$ cat config.mk
export PLATFORM = sky130hd
export DESIGN_NAME = bpct_div
export DESIGN_NICKNAME = d
export VERILOG_FILES = /design/src/design/bpct_pkg.sv /design/src/design/bpct_div.sv
export SDC_FILE = /design/constraint.sdc
export NUM_CORES = 1
export LEC_CHECK = 0
export BUFFER_PORTS_ARGS = -buffer_cell sky130_fd_sc_hd__buf_2
export CAP_MARGIN = 0
export CORE_ASPECT_RATIO = 0.8
export CORE_MARGIN = 8
export CORE_UTILIZATION = 30
export CTS_CLUSTER_SIZE = 14
export DETAILED_ROUTE_END_ITERATION = 8
export PLACE_DENSITY_LB_ADDON = 0.3
export SLEW_MARGIN = 20
export SYNTH_ARGS = -nofsm -noshare
export SYNTH_HDL_FRONTEND = slang
export SYNTH_SLANG_ARGS = --single-unit
$ cat constraint.sdc
create_clock -name clock -period 3.21 [get_ports clock]
set_input_delay 0.1605 -clock clock [delete_from_list [all_inputs] [get_ports clock]]
set_output_delay 0.1605 -clock clock [all_outputs]
set_load 0.05 [all_outputs]
$ cat src/design/bpct_pkg.sv
// shared types, widths and constants of the bandwidth pipe completion timer
`default_nettype none

package bpct_pkg;

   // field widths
   localparam int NOW_WIDTH       = 64;
   localparam int LEN_WIDTH       = 32;
   localparam int BW_WIDTH        = 40;
   localparam int NS_WIDTH        = 30;
   localparam int PROD_WIDTH      = LEN_WIDTH + NS_WIDTH;
   localparam int DIV_WIDTH       = 64;
   localparam int TOTAL_WIDTH     = 64;
   localparam int CSR_INDEX_WIDTH = 4;

   // nanoseconds per second and bandwidth after reset
   localparam logic [NS_WIDTH-1:0] NS_PER_SEC = 30'd1000000000;
   localparam logic [BW_WIDTH-1:0] BW_RESET   = 40'd1000000000;

   // depth of the queue between front and back
   localparam int QUEUE_DEPTH_DEFAULT = 2;

   // request opcodes
   typedef enum logic [1:0] {
      OP_WRITE_START = 2'd0,
      OP_WRITE_DONE  = 2'd1,
      OP_READ_START  = 2'd2,
      OP_READ_DONE   = 2'd3
   } bpct_op_type;

   // result actions
   localparam logic ACT_SCHEDULE = 1'b0;
   localparam logic ACT_REPLY    = 1'b1;

   // register indexes
   localparam logic [CSR_INDEX_WIDTH-1:0] CSR_WRITE_BW = 4'd0;
   localparam logic [CSR_INDEX_WIDTH-1:0] CSR_READ_BW  = 4'd1;

   // request transaction
   typedef struct packed {
      bpct_op_type          op;
      logic [NOW_WIDTH-1:0] now_ns;
      logic [LEN_WIDTH-1:0] length;
   } bpct_req_type;

   // result transaction
   typedef struct packed {
      logic                   action;
      bpct_op_type            next_op;
      logic [NOW_WIDTH-1:0]   delay_ns;
      logic [LEN_WIDTH-1:0]   reply_length;
      logic [TOTAL_WIDTH-1:0] writes_total;
      logic [TOTAL_WIDTH-1:0] reads_total;
      logic [TOTAL_WIDTH-1:0] bytes_written_total;
      logic [TOTAL_WIDTH-1:0] bytes_read_total;
      logic [TOTAL_WIDTH-1:0] write_delay_total;
      logic [TOTAL_WIDTH-1:0] read_delay_total;
   } bpct_rsp_type;

   // classified request held in the queue
   typedef struct packed {
      bpct_op_type           op;
      logic                  is_start;
      logic                  is_write;
      logic [NOW_WIDTH-1:0]  now_ns;
      logic [LEN_WIDTH-1:0]  length;
      logic [PROD_WIDTH-1:0] product;
   } bpct_item_type;

   // divider start request
   typedef struct packed {
      logic                 start;
      logic [DIV_WIDTH-1:0] dividend;
      logic [BW_WIDTH-1:0]  divisor;
   } bpct_div_req_type;

   // divider completion
   typedef struct packed {
      logic                 done;
      logic [DIV_WIDTH-1:0] quotient;
   } bpct_div_rsp_type;

endpackage

`default_nettype wire

$ cat src/design/bpct_div.sv
// restoring divider, one quotient bit per cycle
`default_nettype none

module bpct_div (
   input  wire logic                        clock,
   input  wire logic                        reset,
   input  wire bpct_pkg::bpct_div_req_type  div_req,
   output bpct_pkg::bpct_div_rsp_type       div_rsp
);
   import bpct_pkg::*;

   localparam int STEP_WIDTH = $clog2(DIV_WIDTH);

   logic                   busy_ff;
   logic                   done_ff;
   logic [STEP_WIDTH-1:0]  step_ff;
   logic [DIV_WIDTH-1:0]   quot_ff;
   logic [BW_WIDTH-1:0]    rem_ff;
   logic [BW_WIDTH-1:0]    divisor_ff;
   logic [BW_WIDTH:0]      rem_shift;
   logic [BW_WIDTH:0]      rem_diff;
   logic                   fits;

   // one restoring step; a zero divisor always fits and yields all ones
   assign rem_shift = {rem_ff, quot_ff[DIV_WIDTH-1]};
   assign rem_diff  = rem_shift - {1'b0, divisor_ff};
   assign fits      = (rem_shift >= {1'b0, divisor_ff});

   assign div_rsp.done     = done_ff;
   assign div_rsp.quotient = quot_ff;

   // iteration control and datapath
   always_ff @(posedge clock) begin
      if (reset) begin
         busy_ff <= 1'b0;
         done_ff <= 1'b0;
         step_ff <= '0;
      end else begin
         done_ff <= 1'b0;
         if (div_req.start) begin
            busy_ff <= 1'b1;
            step_ff <= '0;
         end else if (busy_ff) begin
            step_ff <= step_ff + 1'b1;
            if (step_ff == STEP_WIDTH'(DIV_WIDTH - 1)) begin
               busy_ff <= 1'b0;
               done_ff <= 1'b1;
            end
         end
      end
   end

   always_ff @(posedge clock) begin
      if (div_req.start) begin
         quot_ff    <= div_req.dividend;
         rem_ff     <= '0;
         divisor_ff <= div_req.divisor;
      end else if (busy_ff) begin
         quot_ff <= {quot_ff[DIV_WIDTH-2:0], fits};
         rem_ff  <= fits ? rem_diff[BW_WIDTH-1:0] : rem_shift[BW_WIDTH-1:0];
      end
   end

endmodule

`default_nettype wire

# Word-level counts from Yosys, hierarchy flattened
# Index checks and enable logic that the tools add are counted.
# totals
ff_bits	152
input_bits	107
out_inout_bits	65
wordCells	21
# classes
n_addsub	2
magnitude_cmp	1
eq_ne	1
n_mux	7
bitwise_logic	1
reduce_logical	3
# ops
operator	count
two-way mux 64 bit	2
>= comparator 41 x 40 -> 1 bit	1
two-way mux 40 bit	1
subtractor 40 bit	1
adder 6 x 1 -> 6 bit, second input constant	1
equality test 6 bit, second input constant	1
two-way mux 1 bit	4
OR reduction 3 bit	1
nonzero test 2 bit	1
OR reduction 2 bit	1
inverter 1 bit	1

# Logic depth before layout (Yosys ltp)
# Gate-level depths: netlist of run 1.
# depth
depth_word	4
ltp_mapped	14
ltp_nobuf	13

# Least setup slack after synthesis of run 1
# OpenSTA, ideal clock, no wires.
# synth_path
kind	register to register
startpoint	register quot_ff[63]
endpoint	register rem_ff[36]
setup_time_ps	103
arrival_ps	2984
required_ps	3107
path_slack_ps	122
path_stages_with_launch	14
path_buffers	0
period_less_slack_ps	3088
path_cell_list	edfxtp_1 > inv_1 > ha_1 > fa_1 > nor2b_4 > o2111ai_1 > a21boi_1 > o21bai_2 > nand2_2 > a2111oi_4 > nor4b_1 > nor3_1 > mux2i_1 > a2111oi_2
# synth_via
elab_chain_len	2
word_cells_on_any_way	3
cone_classes	add/sub (1); order compare (1); mux (1)
# synth_lines
element	line_no	source
start, declared	bpct_div.sv:17	logic [DIV_WIDTH-1:0] quot_ff;
start signal, assigned	bpct_div.sv:55	quot_ff <= div_req.dividend;
start signal, assigned	bpct_div.sv:59	quot_ff <= {quot_ff[DIV_WIDTH-2:0], fits};
subtractor 40 bit or >= comparator 41 x 40 -> 1 bit (tied branches)	bpct_div.sv:26, bpct_div.sv:27	
two-way mux 40 bit *	bpct_div.sv:60	rem_ff <= fits ? rem_diff[BW_WIDTH-1:0] : rem_shift[BW_WIDTH-1:0];
end signal, assigned	bpct_div.sv:60	
end, declared	bpct_div.sv:18	logic [BW_WIDTH-1:0] rem_ff;
# Mark *: on every way between the ends. The rest lies on a longest branch, timed or not.
# A chain may end at the register's enable or synchronous reset.

# Final worst setup path of run 1
# layout_path
startpoint	register quot_ff[63]
endpoint	register rem_ff[34]
# Same word-level chain as after synthesis.

==> impl_results.html, run 1 <==
<table>
<tr><th>Metric</th><th>Value</th></tr>
<tr><th colspan="2">Yosys</th></tr>
<tr><td>Top_reg_cell synth</td><td>sky130_fd_sc_hd__edfxtp_1</td></tr>
<tr><td>Warnings, synthesis</td><td>0</td></tr>
<tr><td>Average footprint of a synthesized cell</td><td>10.7 sq um</td></tr>
<tr><td>Area share of and/or/nand/nor cells after synthesis</td><td>between 10 and 15%</td></tr>
<tr><td>Multiplexer share of the synthesized area</td><td>10.5%</td></tr>
<tr><td>Share of synthesized cell area in full adder, half adder and majority cells</td><td>6.27%</td></tr>
<tr><td>Cells after synthesis</td><td>approximately 800</td></tr>
<tr><td>Mapped Nets</td><td>approximately 940</td></tr>
<tr><td>Share of flip-flops with an asynchronous set or reset</td><td>0%</td></tr>
<tr><td>Sequential element share of the synthesized area</td><td>about 48%</td></tr>
<tr><td>Flip-flop and latch count after synthesis</td><td>152</td></tr>
<tr><td>Post-synthesis instance area</td><td>0.00849 sq mm</td></tr>
<tr><td>Compound-gate portion of the synthesized area</td><td>between 10% and 20%</td></tr>
<tr><td>Share of the synthesized netlist area taken by xor and xnor gates</td><td>between 3 and 4%</td></tr>
<tr><td>Count of flip-flops with a built-in enable after synthesis</td><td>between 100 and 150</td></tr>
<tr><td>Combinational family with the most area after synthesis</td><td>compound AO/OA/AOI/OAI gates</td></tr>
<tr><td>Number of distinct library cells after synthesis</td><td>between 60 and 70</td></tr>
<tr><th colspan="2">Clocking</th></tr>
<tr><td>Clk sinks</td><td>152</td></tr>
<tr><td>Clock transition at the registers of the reported paths</td><td>about 0.070 ns</td></tr>
<tr><td>TritonCTS buffer count</td><td>17</td></tr>
<tr><td>Clock tree buffer depth</td><td>2</td></tr>
<tr><td>CTS tree</td><td>built</td></tr>
<tr><td>Depth of the CTS H-tree</td><td>4</td></tr>
<tr><td>Clock root buffer</td><td>sky130_fd_sc_hd__clkbuf_16</td></tr>
<tr><td>Source-to-sink clock delay at the later pin of the worst-skew pair</td><td>between 0.4 and 0.5 ns</td></tr>
<tr><th colspan="2">STA</th></tr>
<tr><td>Min Tclk post-route</td><td>3.10 ns</td></tr>
<tr><td>Final hold viol count</td><td>0</td></tr>
<tr><td>Post-Route Skew</td><td>about 0.018 ns</td></tr>
<tr><td>Fin. max-slew vios</td><td>0</td></tr>
<tr><td>Final Setup Violations</td><td>0</td></tr>
<tr><td>Final period util</td><td>a little over nine tenths</td></tr>
<tr><td>Unrepaired setup endpoints after global routing</td><td>yes</td></tr>
<tr><td>Maximum clock frequency</td><td>around 320 MHz</td></tr>
<tr><td>Tightest slew margin relative to the limit</td><td>a little under three fifths</td></tr>
<tr><td>Final sum of negative setup slack</td><td>0 ns</td></tr>
<tr><td>Worst slew pin tran</td><td>0.666 ns</td></tr>
<tr><th colspan="2">Layout</th></tr>
<tr><td>Layout filler cell count</td><td>2770</td></tr>
<tr><td>Number of antenna repair diodes</td><td>0</td></tr>
<tr><td>Area Overhead vs Synth</td><td>30.5%</td></tr>
<tr><td>Proportion of layout cells with a drive suffix above 1</td><td>approximately a third</td></tr>
<tr><td>Leading cell types in the layout, fill and taps excluded</td><td>sky130_fd_sc_hd__buf_2, sky130_fd_sc_hd__edfxtp_1, sky130_fd_sc_hd__mux2_2, sky130_fd_sc_hd__nor2_1, sky130_fd_sc_hd__inv_1</td></tr>
<tr><td>Most frequent standard cell in the layout excluding fill and tap cells</td><td>sky130_fd_sc_hd__buf_2</td></tr>
<tr><td>NumNets Final</td><td>around 1200</td></tr>
<tr><th colspan="2">Floorplanning</th></tr>
<tr><td>I/O pins</td><td>around 170</td></tr>
<tr><td>Std-Cell Rows</td><td>55</td></tr>
<tr><td>Total core area</td><td>0.0281 sq mm</td></tr>
<tr><td>Horizontal die dimension</td><td>slightly above 200 um</td></tr>
<tr><td>Initial core utilization</td><td>between 30% and 40%</td></tr>
<tr><td>Die area</td><td>0.0340 sq mm</td></tr>
<tr><td>Die Y</td><td>between 150 and 200 um</td></tr>
<tr><th colspan="2">Setup path</th></tr>
<tr><td>Setup CP Type</td><td>flop to flop</td></tr>
<tr><td>Arrival @ worst endpoint</td><td>3.41 ns</td></tr>
<tr><td>Launching element type of the critical path</td><td>flop</td></tr>
<tr><td>Critical Path RT</td><td>roughly 3.5 ns</td></tr>
<tr><td>CP endpoint kind</td><td>flop</td></tr>
<tr><td>Largest driver fanout on the critical path</td><td>4</td></tr>
<tr><th colspan="2">Drt</th></tr>
<tr><td>Residual DRC count</td><td>0</td></tr>
<tr><td>Via density per instance</td><td>between 4 and 5</td></tr>
<tr><td>Detailed-router iteration count before antenna repair</td><td>5</td></tr>
<tr><td>Via total after detailed routing</td><td>6700</td></tr>
<tr><td>Total wirelength of the detailed-routed design</td><td>~23 mm</td></tr>
<tr><td>Remaining antenna violation count after routing</td><td>0</td></tr>
<tr><td>Number of design-rule violations left by the first detailed-router iteration</td><td>~340</td></tr>
<tr><td>Per-cell routed wire length</td><td>around 16 um</td></tr>
<tr><th colspan="2">Global route</th></tr>
<tr><td>Antenna violations before repair</td><td>0</td></tr>
<tr><td>Leftover overflow at the end of global routing</td><td>0</td></tr>
<tr><td>Via count of the first global-routing pass</td><td>approximately 6900</td></tr>
<tr><td>Total Routing Usage GR</td><td>between 10% and 20%</td></tr>
<tr><td>Maximum number of pins on one net before global-route repair</td><td>65</td></tr>
<tr><td>First-pass GRT wire length</td><td>between 30 and 40 mm</td></tr>
<tr><th colspan="2">Place</th></tr>
<tr><td>Detailed placer's ending HPWL</td><td>~17 mm</td></tr>
<tr><td>Routability Congestion</td><td>roughly 0.85</td></tr>
<tr><td>Number of buffers inserted by port buffering</td><td>~170</td></tr>
<tr><th colspan="2">Pwr</th></tr>
<tr><td>Total power density per cell area</td><td>roughly 530 mW/mm^2</td></tr>
<tr><td>Max rail drop VDD</td><td>0.350 mV</td></tr>
<tr><td>Power consumption</td><td>just under 6 mW</td></tr>
<tr><td>Leakage power total</td><td>4.62 nW</td></tr>
<tr><th colspan="2">Worst hold path</th></tr>
<tr><td>Path category of the worst min-delay check</td><td>input port to flop</td></tr>
<tr><th colspan="2">Outcome</th></tr>
<tr><td>Status</td><td>finished, final reports clean</td></tr>
<tr><th colspan="2">Flow run</th></tr>
<tr><td>Number of maximum-capacitance constraint violations</td><td>0</td></tr>
</table>
-- synthesized netlist by cell type, types with 10 or more instances --
master / number / area [sq um]
sky130_fd_sc_hd__buf_2: 11 / 55.1
sky130_fd_sc_hd__xor2_1: 14 / 123
sky130_fd_sc_hd__mux2_2: 65 / 732
sky130_fd_sc_hd__xnor2_1: 20 / 175
sky130_fd_sc_hd__dfxtp_1: 48 / 961
sky130_fd_sc_hd__clkbuf_1: 21 / 78.8
sky130_fd_sc_hd__a21o_1: 18 / 135
sky130_fd_sc_hd__a211oi_1: 22 / 165
sky130_fd_sc_hd__o21ai_0: 25 / 125
sky130_fd_sc_hd__a21oi_1: 50 / 250
sky130_fd_sc_hd__edfxtp_1: 104 / 3120
sky130_fd_sc_hd__nor2_1: 65 / 244
sky130_fd_sc_hd__nand2_1: 52 / 195
sky130_fd_sc_hd__ha_1: 41 / 513
sky130_fd_sc_hd__a311oi_1: 10 / 87.6
sky130_fd_sc_hd__mux2i_1: 16 / 160
sky130_fd_sc_hd__inv_1: 58 / 218
sky130_fd_sc_hd__nand4_1: 15 / 93.8
-- where the power goes --
group	leakage (nW)	switching, mW	internal (mW)
Combinational	2.92	0.935	0.586
Sequential	1.43	0.0973	2.29
Clock	0.269	0.904	1.09
Total	4.62	1.94	3.96
-- metrics by stage --
step	instance area (sq um)	hold WS (ns)	std cells	utilization (%)	worst slack, ns
2_1_floorplan	8490	0.233	793	-	0.122
3_3_place_gp	9870	0.328	1317	35.2	0.110
3_5_place_dp	9870	0.324	1317	35.2	0.105
4_1_cts	10900	0.0000383	1400	39.0	0.0441
5_1_grt	11100	0.00139	1407	39.5	-0.0661
6_report	11100	0.0204	1407	39.5	0.112
-- critical path, stage by stage, from the launching register on --
cell and delay (ns):
sky130_fd_sc_hd__edfxtp_1 0.42, sky130_fd_sc_hd__inv_1 0.08, sky130_fd_sc_hd__ha_1 0.20, sky130_fd_sc_hd__fa_2 0.26
sky130_fd_sc_hd__nor2b_4 0.06, sky130_fd_sc_hd__o2111ai_2 0.18, sky130_fd_sc_hd__a21boi_1 0.13, sky130_fd_sc_hd__o21bai_2 0.22
sky130_fd_sc_hd__nand2_2 0.13, sky130_fd_sc_hd__a2111oi_4 0.48, sky130_fd_sc_hd__o31ai_2 0.14, sky130_fd_sc_hd__a311oi_1 0.29
sky130_fd_sc_hd__nor3_1 0.09, sky130_fd_sc_hd__a211o_1 0.30
-- cell type report --
type | instances | area, sq um | share of cell area (%)
clock buffer | 18 | 429 | 3.87
clock inverter | 14 | 138 | 1.24
inverter | 58 | 218 | 1.96
multi-input combinational | 537 | 4050 | 36.5
sequential | 152 | 4090 | 36.9
tap | 370 | 463 | 4.18
timing repair buffer | 258 | 1710 | 15.4
-- final timing paths --
check | slack [ns] | depth (start not counted) | end | from
worst max-delay path | 0.11 | 13 | rem_ff[34] | quot_ff[63]
worst min-delay path | 0.02 | 2 | quot_ff[29] | div_req[69]
worst min register to register | 0.49 | 2 | step_ff[5] | step_ff[5]
worst max register to register | 0.11 | 13 | rem_ff[34] | quot_ff[63]
-- timing repair --
action	in CTS	in global routing
endpoints found under the setup margin	0	38
endpoints found under the hold margin	51	0
hold buffers	51	0
resized for setup	0	15
setup buffers	0	7
-- cells by family after synthesis --
family	after synthesis
flops	152
fa+ha+maj	42
compound gates	187
simple gates	193
buf+inv	104
xor+xnor	34
mux	81
-- per-layer routing --
metal,track usage [%],vias up,share of wire [%]
met5,0,-,0
met4,3.97,0,1.1
met3,3.14,15,3.2
met2,21.0,112,46
met1,18.4,3204,50
li1,-,3369,-
-- sequential cells by signal, indices dropped and copies added, names as in the netlist --
| name | flops |
|---|---|
| done_ff | 1 |
| step_ff | 6 |
| rem_ff | 40 |
| divisor_ff | 40 |
| quot_ff | 64 |
| busy_ff | 1 |
Power figures use the tool's default switching activity.
==> run 2: changes to the inputs <==
CELL_PAD_IN_SITES_DETAIL_PLACEMENT = 1   (was not set)
CELL_PAD_IN_SITES_GLOBAL_PLACEMENT = 1   (was not set)
CTS_CLUSTER_SIZE = 8   (was 14)
==> run 2 against run 1 <==
Effect of this change:
- critical path depth stayed put
- final area down 1.4%
- combinational power hardly changed
- critical endpoint unchanged
- register-to-register slack gained 0.08 ns
- die area is the same
- fmax grew 2.5%
- utilization down 0.56 points
- via count is 0.52% higher
- setup slack improved by 0.076 ns
- non-clock buffer count down 11
- first-iteration DRC count down 20%
==> impl_results.html, run 2 (same netlist as run 1, synthesis figures left out) <==
<table>
<tr><th>Metric</th><th>Value</th></tr>
<tr><th colspan="2">Setup path</th></tr>
<tr><td>Largest driver fanout on the critical path</td><td>4</td></tr>
<tr><td>Capturing point of the worst reg2reg path</td><td>rem_ff[34]</td></tr>
<tr><td>Capture point of the worst path</td><td>rem_ff[34]</td></tr>
<tr><td>Arrival @ worst endpoint</td><td>about 3.3 ns</td></tr>
<tr><td>Setup CP Type</td><td>flop to flop</td></tr>
<tr><td>Count of cells along the worst register-to-register path</td><td>13</td></tr>
<tr><td>R2r startpoint</td><td>quot_ff[63]</td></tr>
<tr><td>Internal reg-to-reg setup slack</td><td>around 0.19 ns</td></tr>
<tr><td>Critical Path RT</td><td>3.53 ns</td></tr>
<tr><td>Launching element type of the critical path</td><td>flop</td></tr>
<tr><td>CP endpoint kind</td><td>flop</td></tr>
<tr><td>Launching instance or port of the critical path</td><td>quot_ff[63]</td></tr>
<tr><th colspan="2">Clocking</th></tr>
<tr><td>Clk sinks</td><td>152</td></tr>
<tr><td>TritonCTS buffer count</td><td>17</td></tr>
<tr><td>Clock transition at the registers of the reported paths</td><td>around 0.07 ns</td></tr>
<tr><td>Setup Fix Bufs, Post-CTS</td><td>0</td></tr>
<tr><td>CTS tree</td><td>built</td></tr>
<tr><td>Clock tree buffer depth</td><td>2</td></tr>
<tr><td>Depth of the CTS H-tree</td><td>4</td></tr>
<tr><td>Source-to-sink clock delay at the later pin of the worst-skew pair</td><td>around 0.43 ns</td></tr>
<tr><td>Clock root buffer</td><td>sky130_fd_sc_hd__clkbuf_16</td></tr>
<tr><th colspan="2">Worst hold path</th></tr>
<tr><td>Path category of the worst min-delay check</td><td>input port to flop</td></tr>
<tr><th colspan="2">Global route</th></tr>
<tr><td>Global-route layer with the greatest usage</td><td>met2</td></tr>
<tr><td>Total Routing Usage GR</td><td>around 15%</td></tr>
<tr><td>First-pass GRT wire length</td><td>40.2 mm</td></tr>
<tr><td>Met2 Resource Use GR</td><td>23.5%</td></tr>
<tr><td>Antenna violations before repair</td><td>0</td></tr>
<tr><td>Routing usage on met3</td><td>3.10%</td></tr>
<tr><td>Global routing usage on met1</td><td>between 10% and 20%</td></tr>
<tr><td>Maximum number of pins on one net before global-route repair</td><td>103</td></tr>
<tr><td>Via count of the first global-routing pass</td><td>just over 7000</td></tr>
<tr><td>Leftover overflow at the end of global routing</td><td>0</td></tr>
<tr><th colspan="2">STA</th></tr>
<tr><td>Min Tclk post-route</td><td>~3 ns</td></tr>
<tr><td>Post-Route Skew</td><td>approximately 0.013 ns</td></tr>
<tr><td>Unrepaired setup endpoints after global routing</td><td>no</td></tr>
<tr><td>Worst slew pin tran</td><td>approximately 0.9 ns</td></tr>
<tr><td>Tightest slew margin relative to the limit</td><td>a little over two fifths</td></tr>
<tr><td>Maximum clock frequency</td><td>roughly 330 MHz</td></tr>
<tr><td>Fin. max-slew vios</td><td>0</td></tr>
<tr><td>Final sum of negative setup slack</td><td>0 ns</td></tr>
<tr><td>Final worst setup slack</td><td>~0.19 ns</td></tr>
<tr><td>Final hold viol count</td><td>0</td></tr>
<tr><td>Final period util</td><td>between 90% and 100%</td></tr>
<tr><td>Final Setup Violations</td><td>0</td></tr>
<tr><th colspan="2">Floorplanning</th></tr>
<tr><td>Total core area</td><td>between 0.02 and 0.03 sq mm</td></tr>
<tr><td>I/O pins</td><td>approximately 170</td></tr>
<tr><td>Std-Cell Rows</td><td>55</td></tr>
<tr><td>Initial core utilization</td><td>between 30% and 40%</td></tr>
<tr><td>Horizontal die dimension</td><td>between 200 and 250 um</td></tr>
<tr><td>Die Y</td><td>between 150 and 200 um</td></tr>
<tr><td>Die area</td><td>0.0340 sq mm</td></tr>
<tr><th colspan="2">Place</th></tr>
<tr><td>Routability Congestion</td><td>approximately 0.83</td></tr>
<tr><td># placed instances</td><td>between 1000 and 1500</td></tr>
<tr><td>Detailed placer's ending HPWL</td><td>around 19 mm</td></tr>
<tr><td>Worst slack after detailed placement</td><td>between 0.08 and 0.09 ns</td></tr>
<tr><td>Number of buffers inserted by port buffering</td><td>171</td></tr>
<tr><th colspan="2">Drt</th></tr>
<tr><td>Detailed-router iteration count before antenna repair</td><td>5</td></tr>
<tr><td>Via density per instance</td><td>approximately 4.8</td></tr>
<tr><td>Number of design-rule violations left by the first detailed-router iteration</td><td>275</td></tr>
<tr><td>Residual DRC count</td><td>0</td></tr>
<tr><td>Via total after detailed routing</td><td>roughly 6700</td></tr>
<tr><td>Total wirelength of the detailed-routed design</td><td>25.0 mm</td></tr>
<tr><td>Per-cell routed wire length</td><td>~18 um</td></tr>
<tr><td>Remaining antenna violation count after routing</td><td>0</td></tr>
<tr><th colspan="2">Pwr</th></tr>
<tr><td>Leakage power total</td><td>between 4 and 5 nW</td></tr>
<tr><td>Power consumption</td><td>5.83 mW</td></tr>
<tr><td>Total power density per cell area</td><td>~530 mW/mm^2</td></tr>
<tr><td>Max rail drop VDD</td><td>roughly 0.36 mV</td></tr>
<tr><th colspan="2">Layout</th></tr>
<tr><td>Leading cell types in the layout, fill and taps excluded</td><td>sky130_fd_sc_hd__buf_2, sky130_fd_sc_hd__edfxtp_1, sky130_fd_sc_hd__mux2_2, sky130_fd_sc_hd__nor2_1, sky130_fd_sc_hd__inv_1</td></tr>
<tr><td>Largest register by flop count</td><td>quot_ff</td></tr>
<tr><td>Register Area</td><td>0.00409 sq mm</td></tr>
<tr><td>Proportion of layout cells with a drive suffix above 1</td><td>33.0%</td></tr>
<tr><td>Most frequent standard cell in the layout excluding fill and tap cells</td><td>sky130_fd_sc_hd__buf_2</td></tr>
<tr><td>Area taken by multi-input logic gates</td><td>just over 0.004 sq mm</td></tr>
<tr><td>Number of antenna repair diodes</td><td>0</td></tr>
<tr><td>Layout filler cell count</td><td>about 3200</td></tr>
<tr><td>Area Overhead vs Synth</td><td>28.6%</td></tr>
<tr><td>NumNets Final</td><td>1162</td></tr>
<tr><td>Max FFs per register</td><td>64</td></tr>
<tr><td>Largest registers</td><td>quot_ff (64), divisor_ff (40), rem_ff (40)</td></tr>
<tr><td>Final non-filler cell total</td><td>around 1400</td></tr>
<tr><th colspan="2">Outcome</th></tr>
<tr><td>Status</td><td>finished, final reports clean</td></tr>
<tr><th colspan="2">Flow run</th></tr>
<tr><td>Number of maximum-capacitance constraint violations</td><td>0</td></tr>
</table>
## run 2: metal layers
metal	part of all wire, %	wire [um]
met5	0	0
met2	47	11800
met3	2.9	721
met4	1.3	327
met1	48	12100
## run 2: layout make-up
type | count | share of cell area, %
Clock buffer | 18 | 3.93
Clock inverter | 13 | 1.03
Inverter | 58 | 1.99
Multi-Input combinational cell | 537 | 37.1
Sequential cell | 152 | 37.4
Tap cell | 370 | 4.24
Timing Repair Buffer | 247 | 14.3
## run 2: worst min path at each step
stage	startpoint	to	slack (ns)	depth (start not counted)
global route	div_req[95]	quot_ff[55]	0.004	2
floorplan	reset	busy_ff	0.23	1
global placement	reset	busy_ff	0.34	2
detailed placement	reset	busy_ff	0.33	2
CTS	div_req[70]	quot_ff[30]	0.00006	2
finish	div_req[80]	quot_ff[40]	0.02	2
## run 2: per-stage QoR
stage / util (%) / area (sq um) / hold slack, ns
global route: 38.9 / 10900 / 0.00400
global placement: 35.2 / 9880 / 0.336
CTS: 38.6 / 10800 / 0.0000629
floorplan: - / 8490 / 0.233
finish: 38.9 / 10900 / 0.0247
detailed placement: 35.2 / 9880 / 0.330
## run 2: worst max-delay path: stages, from the launching register on
cell	delay (ns)
sky130_fd_sc_hd__edfxtp_1	0.41
sky130_fd_sc_hd__inv_1	0.08
sky130_fd_sc_hd__ha_1	0.19
sky130_fd_sc_hd__fa_2	0.24
sky130_fd_sc_hd__nor2b_4	0.05
sky130_fd_sc_hd__o2111ai_2	0.19
sky130_fd_sc_hd__a21boi_1	0.13
sky130_fd_sc_hd__o21bai_2	0.19
sky130_fd_sc_hd__nand2_2	0.13
sky130_fd_sc_hd__a2111oi_4	0.47
sky130_fd_sc_hd__o31ai_2	0.14
sky130_fd_sc_hd__a311oi_1	0.28
sky130_fd_sc_hd__nor3_1	0.09
sky130_fd_sc_hd__a211o_1	0.30
## run 2: timing repair
action | 4_1_cts | 5_1_grt
hold buffers | 41 | 0
endpoints found under the setup margin | 0 | 35
hold endpoints to repair | 41 | 0
gates resized for setup | 0 | 18
## run 2: where the power goes
group          switching [mW]  internal (mW)  leakage [nW]
sequential             0.0935           2.29          1.43
combinational           0.961          0.575          2.85
clock                   0.902           1.01         0.257
